--- src/rtl/free_frame_stack_defines.svh ---
// ----------------------------------------------------------------------------
// Free frame stack assertion macros
// Shared concurrent assertion forms for the free frame stack RTL.
// ----------------------------------------------------------------------------
`ifndef FREE_FRAME_STACK_DEFINES_SVH
`define FREE_FRAME_STACK_DEFINES_SVH

// A property that must hold at every clock edge outside reset.
`define FFS_ASSERT(label, prop, msg) \
    label: assert property (@(posedge i_clk) disable iff (!i_rst_n) (prop)) else $error(msg);

// A consequence that must hold in the cycle after its antecedent.
`define FFS_ASSERT_NEXT(label, ante, cons, msg) \
    label: assert property (@(posedge i_clk) disable iff (!i_rst_n) (ante) |=> (cons)) \
        else $error(msg);

`endif

--- src/rtl/ffs_pkg.sv ---
// ----------------------------------------------------------------------------
// Free frame stack package
// Types, codes and default sizes shared by the stack cells and the top level.
// ----------------------------------------------------------------------------
package ffs_pkg;

    localparam int DEPTH_DEF      = 1024;
    localparam int FRAME_BITS_DEF = 20;
    localparam int CAP_BITS       = 11;
    localparam int CAP_RESET      = 1024;
    localparam int COUNT_OUT_BITS = 11;

    typedef enum logic [1:0] {
        OP_PUSH   = 2'd0,
        OP_POP    = 2'd1,
        OP_REMOVE = 2'd2,
        OP_NOP    = 2'd3
    } t_op;

    typedef enum logic [1:0] {
        ST_OK      = 2'd0,
        ST_EMPTY   = 2'd1,
        ST_FULL    = 2'd2,
        ST_MISSING = 2'd3
    } t_status;

    typedef struct packed {
        logic capture;
        logic push;
        logic pop;
        logic remove;
    } t_cell_ctl;

endpackage

--- src/rtl/ffs_cell.sv ---
// ----------------------------------------------------------------------------
// Free frame stack cell
// One stack entry: holds a frame, compares it against an incoming item and
// shifts toward or away from the top as the stack grows, shrinks or closes a gap.
// ----------------------------------------------------------------------------
module ffs_cell
    import ffs_pkg::*;
#(
    parameter int FRAME_BITS = FRAME_BITS_DEF
) (
    input  logic                  i_clk,
    input  t_cell_ctl             i_ctl,
    input  logic [FRAME_BITS-1:0] i_cmp_frame,
    input  logic [FRAME_BITS-1:0] i_prev,
    input  logic [FRAME_BITS-1:0] i_next,
    input  logic                  i_live,
    input  logic                  i_seen,
    output logic                  o_seen,
    output logic [FRAME_BITS-1:0] o_data
);

    logic [FRAME_BITS-1:0] r_data;
    logic                  r_match;

    // A match deeper in the stack wins, so the flag ripples toward the top.
    assign o_seen = i_seen | (r_match & i_live);
    assign o_data = r_data;

    always_ff @(posedge i_clk) begin
        if (i_ctl.capture) begin
            r_match <= (r_data == i_cmp_frame);
        end
        if (i_ctl.push) begin
            r_data <= i_prev;
        end else if (i_ctl.pop) begin
            r_data <= i_next;
        end else if (i_ctl.remove && !i_seen) begin
            r_data <= i_next;
        end
    end

endmodule

--- config.mk ---
export PLATFORM = sky130hd
export DESIGN_NAME = ffs_cell
export DESIGN_NICKNAME = d
export VERILOG_FILES = /design/src/rtl/free_frame_stack_defines.svh /design/src/rtl/ffs_pkg.sv /design/src/rtl/ffs_cell.sv
export SDC_FILE = /design/constraint.sdc
export NUM_CORES = 1
export LEC_CHECK = 0
export BUFFER_PORTS_ARGS = -buffer_cell sky130_fd_sc_hd__buf_2
export CAP_MARGIN = 20
export CELL_PAD_IN_SITES_DETAIL_PLACEMENT = 0
export CELL_PAD_IN_SITES_GLOBAL_PLACEMENT = 1
export CORE_AREA = 2 2 64 66
export CTS_CLUSTER_DIAMETER = 40
export DETAILED_ROUTE_END_ITERATION = 6
export DIE_AREA = 0 0 66 68
export PLACE_DENSITY_LB_ADDON = 0.1
export SLEW_MARGIN = 20
export SYNTH_ARGS = -nofsm -noshare
export SYNTH_HDL_FRONTEND = slang
export SYNTH_SLANG_ARGS = --single-unit
--- constraint.sdc ---
create_clock -name i_clk -period 3.9 [get_ports i_clk]
set_input_delay 0 -clock i_clk [delete_from_list [all_inputs] [get_ports i_clk]]
set_output_delay 0 -clock i_clk [all_outputs]
set_load 0.02 [all_outputs]
# == Word level (Yosys, flattened, before mapping) ==
# Index checks and enable logic that the tools add are counted.
# op_classes
n_eq_ne,1
mux,3
bitwise_logic,2
reduce_logical,3
# ops
cell,n
20-bit two-way mux,3
20-bit == test,1
3-bit nonzero test,1
1-bit bitwise AND,1
1-bit logical AND,1
1-bit zero test,1
1-bit bitwise OR,1
# totals
ff_bits,21
out_inout_bits,21
elab_cells,11

# == Longest topological paths before layout ==
# depth
word_depth,5
depth_mapped,4
mapped_depth_nobuf,4

# == Worst setup path before layout ==
# No wires, ideal clock.
# synth_timing
path_kind,input to register
startpoint,in i_ctl[0] in the netlist's numbering
endpoint,reg r_data[0] (netlist: o_data[0]) (enable)
setup_ps,425
arrival_time_ps,1486
slack_ps,1989
cell_stages,2
path_buffers,0
path_cell_list,inv_1 -> o21ai_0
# synth_via
elab_chain_cells,2
# synth_lines
element,line_no,text
start: declaration,ffs_cell.sv:12,"input t_cell_ctl i_ctl,"
1-bit logical AND,ffs_cell.sv:37,end else if (i_ctl.remove && !i_seen) begin
3-bit nonzero test (no line),n/a,
end signal: assignment,ffs_cell.sv:34,r_data <= i_prev;
end signal: assignment,ffs_cell.sv:36,r_data <= i_next;
end signal: assignment,ffs_cell.sv:38,r_data <= i_next;
end: declaration,ffs_cell.sv:22,logic [FRAME_BITS-1:0] r_data;
# No other way between the ends.
# A chain may end at the register's enable or synchronous reset.

# == Worst setup path after layout ==
# layout_timing
startpoint,reg r_data[4] (netlist: o_data[4])
endpoint,reg r_match (data pin)
# layout_via
elab_chain_cells,1
# layout_lines
element,line_no,text
20-bit == test,ffs_cell.sv:31,r_match <= (r_data == i_cmp_frame);
end signal: assignment,ffs_cell.sv:31,
end: declaration,ffs_cell.sv:23,logic r_match;
# No other way between the ends.

==> key figures <==
Outcome
  • Status: complete, no violations

Power
  • Clk network pwr share: 23.8%
  • VDD IR max: 0.174 mV
  • Net switching power: 154 uW
  • Seq pwr share: 50.9%
  • Total power: 577 uW
  • Comb power frac: 25.3%
  • P_leak: 0.750 nW
  • Internal power: 424 uW
  • Sw frac: 26.6%
  • Pwr dens: 349 nW/um^2

Final layout
  • ANT cells: 0
  • Multi-input gate area: 467 sq um
  • Fillers: 407
  • Net total in the final layout: 232
  • Fin util: 42.9%
  • FF+latch area: 631 sq um
  • Area growth from synthesis to layout: 49.4%
  • Share of post-route cells with drive strength above 1: 68.3%

Floorplan
  • Die Width: 66 um
  • Cell row count: 23
  • Die Area: 4490 sq um
  • CORE AREA: 3860 sq um
  • Die height: 68 um
  • IO Count: 88
  • Initial core utilization: 28.7%

Synthesis
  • Ys Warns: 0
  • Most instantiated cells after synthesis: edfxtp_1, mux2_2, xor2_1
  • Synthesized Nets: 141
  • Synth cell types: 13
  • Top area cells in the synthesized netlist: edfxtp_1, mux2_2, xor2_1
  • Post-synth top area share: 56.9%
  • Sequential element share of the synthesized area: 56.9%
  • Post-synth top area cell: edfxtp_1
  • Synthesized area: 1110 sq um
  • Top-count cell post-synth: edfxtp_1
  • Asr flop ratio synth: 0%
  • Synthesized flop and latch total: 21
  • Post-synth EDFFs: 21
  • Syn_area_per_cell: 15.0 sq um
  • Post-synthesis cell count: 74
  • Main synth FF type: edfxtp_1

STA
  • Final worst path period share: 34.1%
  • Final Hold Vio Count: 0
  • Unrepaired setup endpoints after global routing: no
  • Achievable Freq: 751 MHz
  • Final WS setup: 2570 ps
  • Fin Clk Skew: 3.89 ps
  • Slew headroom: 33.1%
  • Period minus WS final: 1330 ps
  • Post-route setup TNS: 0 ps
  • Worst slew pin tran: 1000 ps
  • Final setup fails: 0
  • WHS: 43.8 ps
  • Final Max Tran Viols: 0

Global route
  • Grt ovf: 0
  • Largest net degree at the start of global routing: 22
  • All-layer global routing usage: 10.7%
  • Vias in the first global route: 867
  • Antenna violations before repair: 0
  • First-pass GRT wire length: 3.62 mm

Detailed routing
  • Via/cell ratio: 4.17
  • DRT Pass-1 Iters: 3
  • Initial DRC Count: 14
  • DRT Wirelength: 2.49 mm
  • Routed vias: 892
  • Post-DRT Antenna Nets: 0
  • Drt wl/cell: 11.6 um
  • # DRC: 0

Placement
  • Final Wtd Congestion: 0.660
  • Worst slack, placed: 2520 ps
  • Dpl hpwl: 2.05 mm
  • Input/output buffers: 87

Critical path
  • Required @ worst endpoint: 4000 ps
  • Crit path arrival time: 1430 ps
  • CP Launch Type: register
  • Crit path max fanout: 2
  • Crit end category: register
  • Setup CP Type: register to register

Job
  • Max_cap viols: 0

Clock tree
  • Cts bufs inserted: 3
  • H-Tree Depth: 1
  • Worst-case clock buffer depth: 2
  • Post CTS Setup Buffer Count: 0
  • CTS tree: yes
  • Root buffer cell: clkbuf_8
  • Clock Latency Late Sink: 250 ps
  • PostCTS Resize Cnt: 0
  • Hold-fix buffers, CTS: 1
  • CTS Sinks: 21
  • Clock slew at reported path FFs: 70 ps

Hold path
  • HP Class: input pin to register
routing by layer:
layer / vias to the layer above / wire length, um / share of wire (%) / GRT usage [%]
met5: - / 0 / 0 / 0
li1: 455 / - / - / -
met1: 390 / 988 / 40 / 11.9
met4: 0 / 17 / 0.68 / 3.06
met3: 2 / 219 / 8.8 / 2.63
met2: 45 / 1260 / 51 / 20.1
through the flow:
| step | cell area, sq um | cells |
|---|---|---|
| 2_1_floorplan | 1110 | 74 |
| 3_3_place_gp | 1600 | 209 |
| 3_5_place_dp | 1600 | 209 |
| 4_1_cts | 1650 | 214 |
| 5_1_grt | 1650 | 214 |
| 6_report | 1650 | 214 |
worst max-delay path: stages (launching register included):
cell	delay, ps
edfxtp_1	400
xor2_1	160
nor4_1	330
nand3_1	170
nor3_2	120
worst paths after layout:
path                              end                start  cells after the start  slack [ps]
setup / recovery    r_match$_DFFE_PP_  o_data[4]$_DFFE_PP_                      4        2570
hold / removal    o_data[9]$_DFFE_PP_            i_next[9]                      2          40
setup reg to reg    r_match$_DFFE_PP_  o_data[4]$_DFFE_PP_                      4        2570
hold reg to reg     r_match$_DFFE_PP_  o_data[5]$_DFFE_PP_                      3         720
cell type report:
cell class | count | share of cell area [%]
clock buffers | 4 | 2.72
inverters | 1 | 0.227
multi-input cells | 50 | 28.2
flip-flops and latches | 21 | 38.1
well taps | 50 | 3.78
repair buffers | 88 | 26.9
state kept, by name, summed over array words and instances, names as in the netlist:
name,count
r_match,1
o_data,20
cell usage in the layout, fill, tap and decap left out:
cell type / instances
a21o_1: 1
buf_2: 87
clkbuf_1: 1
clkbuf_8: 3
dlygate4sd3_1: 1
edfxtp_1: 21
inv_1: 1
mux2_2: 20
nand3_1: 1
nand4_1: 2
nor2_1: 1
nor3_2: 1
nor4_1: 3
o21ai_2: 1
xnor2_1: 8
xor2_1: 12
power groups by stage:
stage / Combinational [mW] / Clock (mW) / Sequential [mW]
final: 0.146 / 0.138 / 0.294
after global placement: 0.147 / 0 / 0.299
after CTS: 0.149 / 0.146 / 0.294
after floorplan: 0.0505 / 0 / 0.330
after detailed placement: 0.148 / 0 / 0.299
after global routing: 0.160 / 0.154 / 0.297
cells by family after synthesis:
family / Yosys count / share of synthesized area [%]
AO/OA/AOI/OAI: 2 / 1.13
XOR/XNOR: 20 / 15.8
buffers and inverters: 3 / 1.24
flip-flops: 21 / 56.9
multiplexers: 20 / 20.3
AND/OR/NAND/NOR: 8 / 4.52
Power figures use the tool's default switching activity.
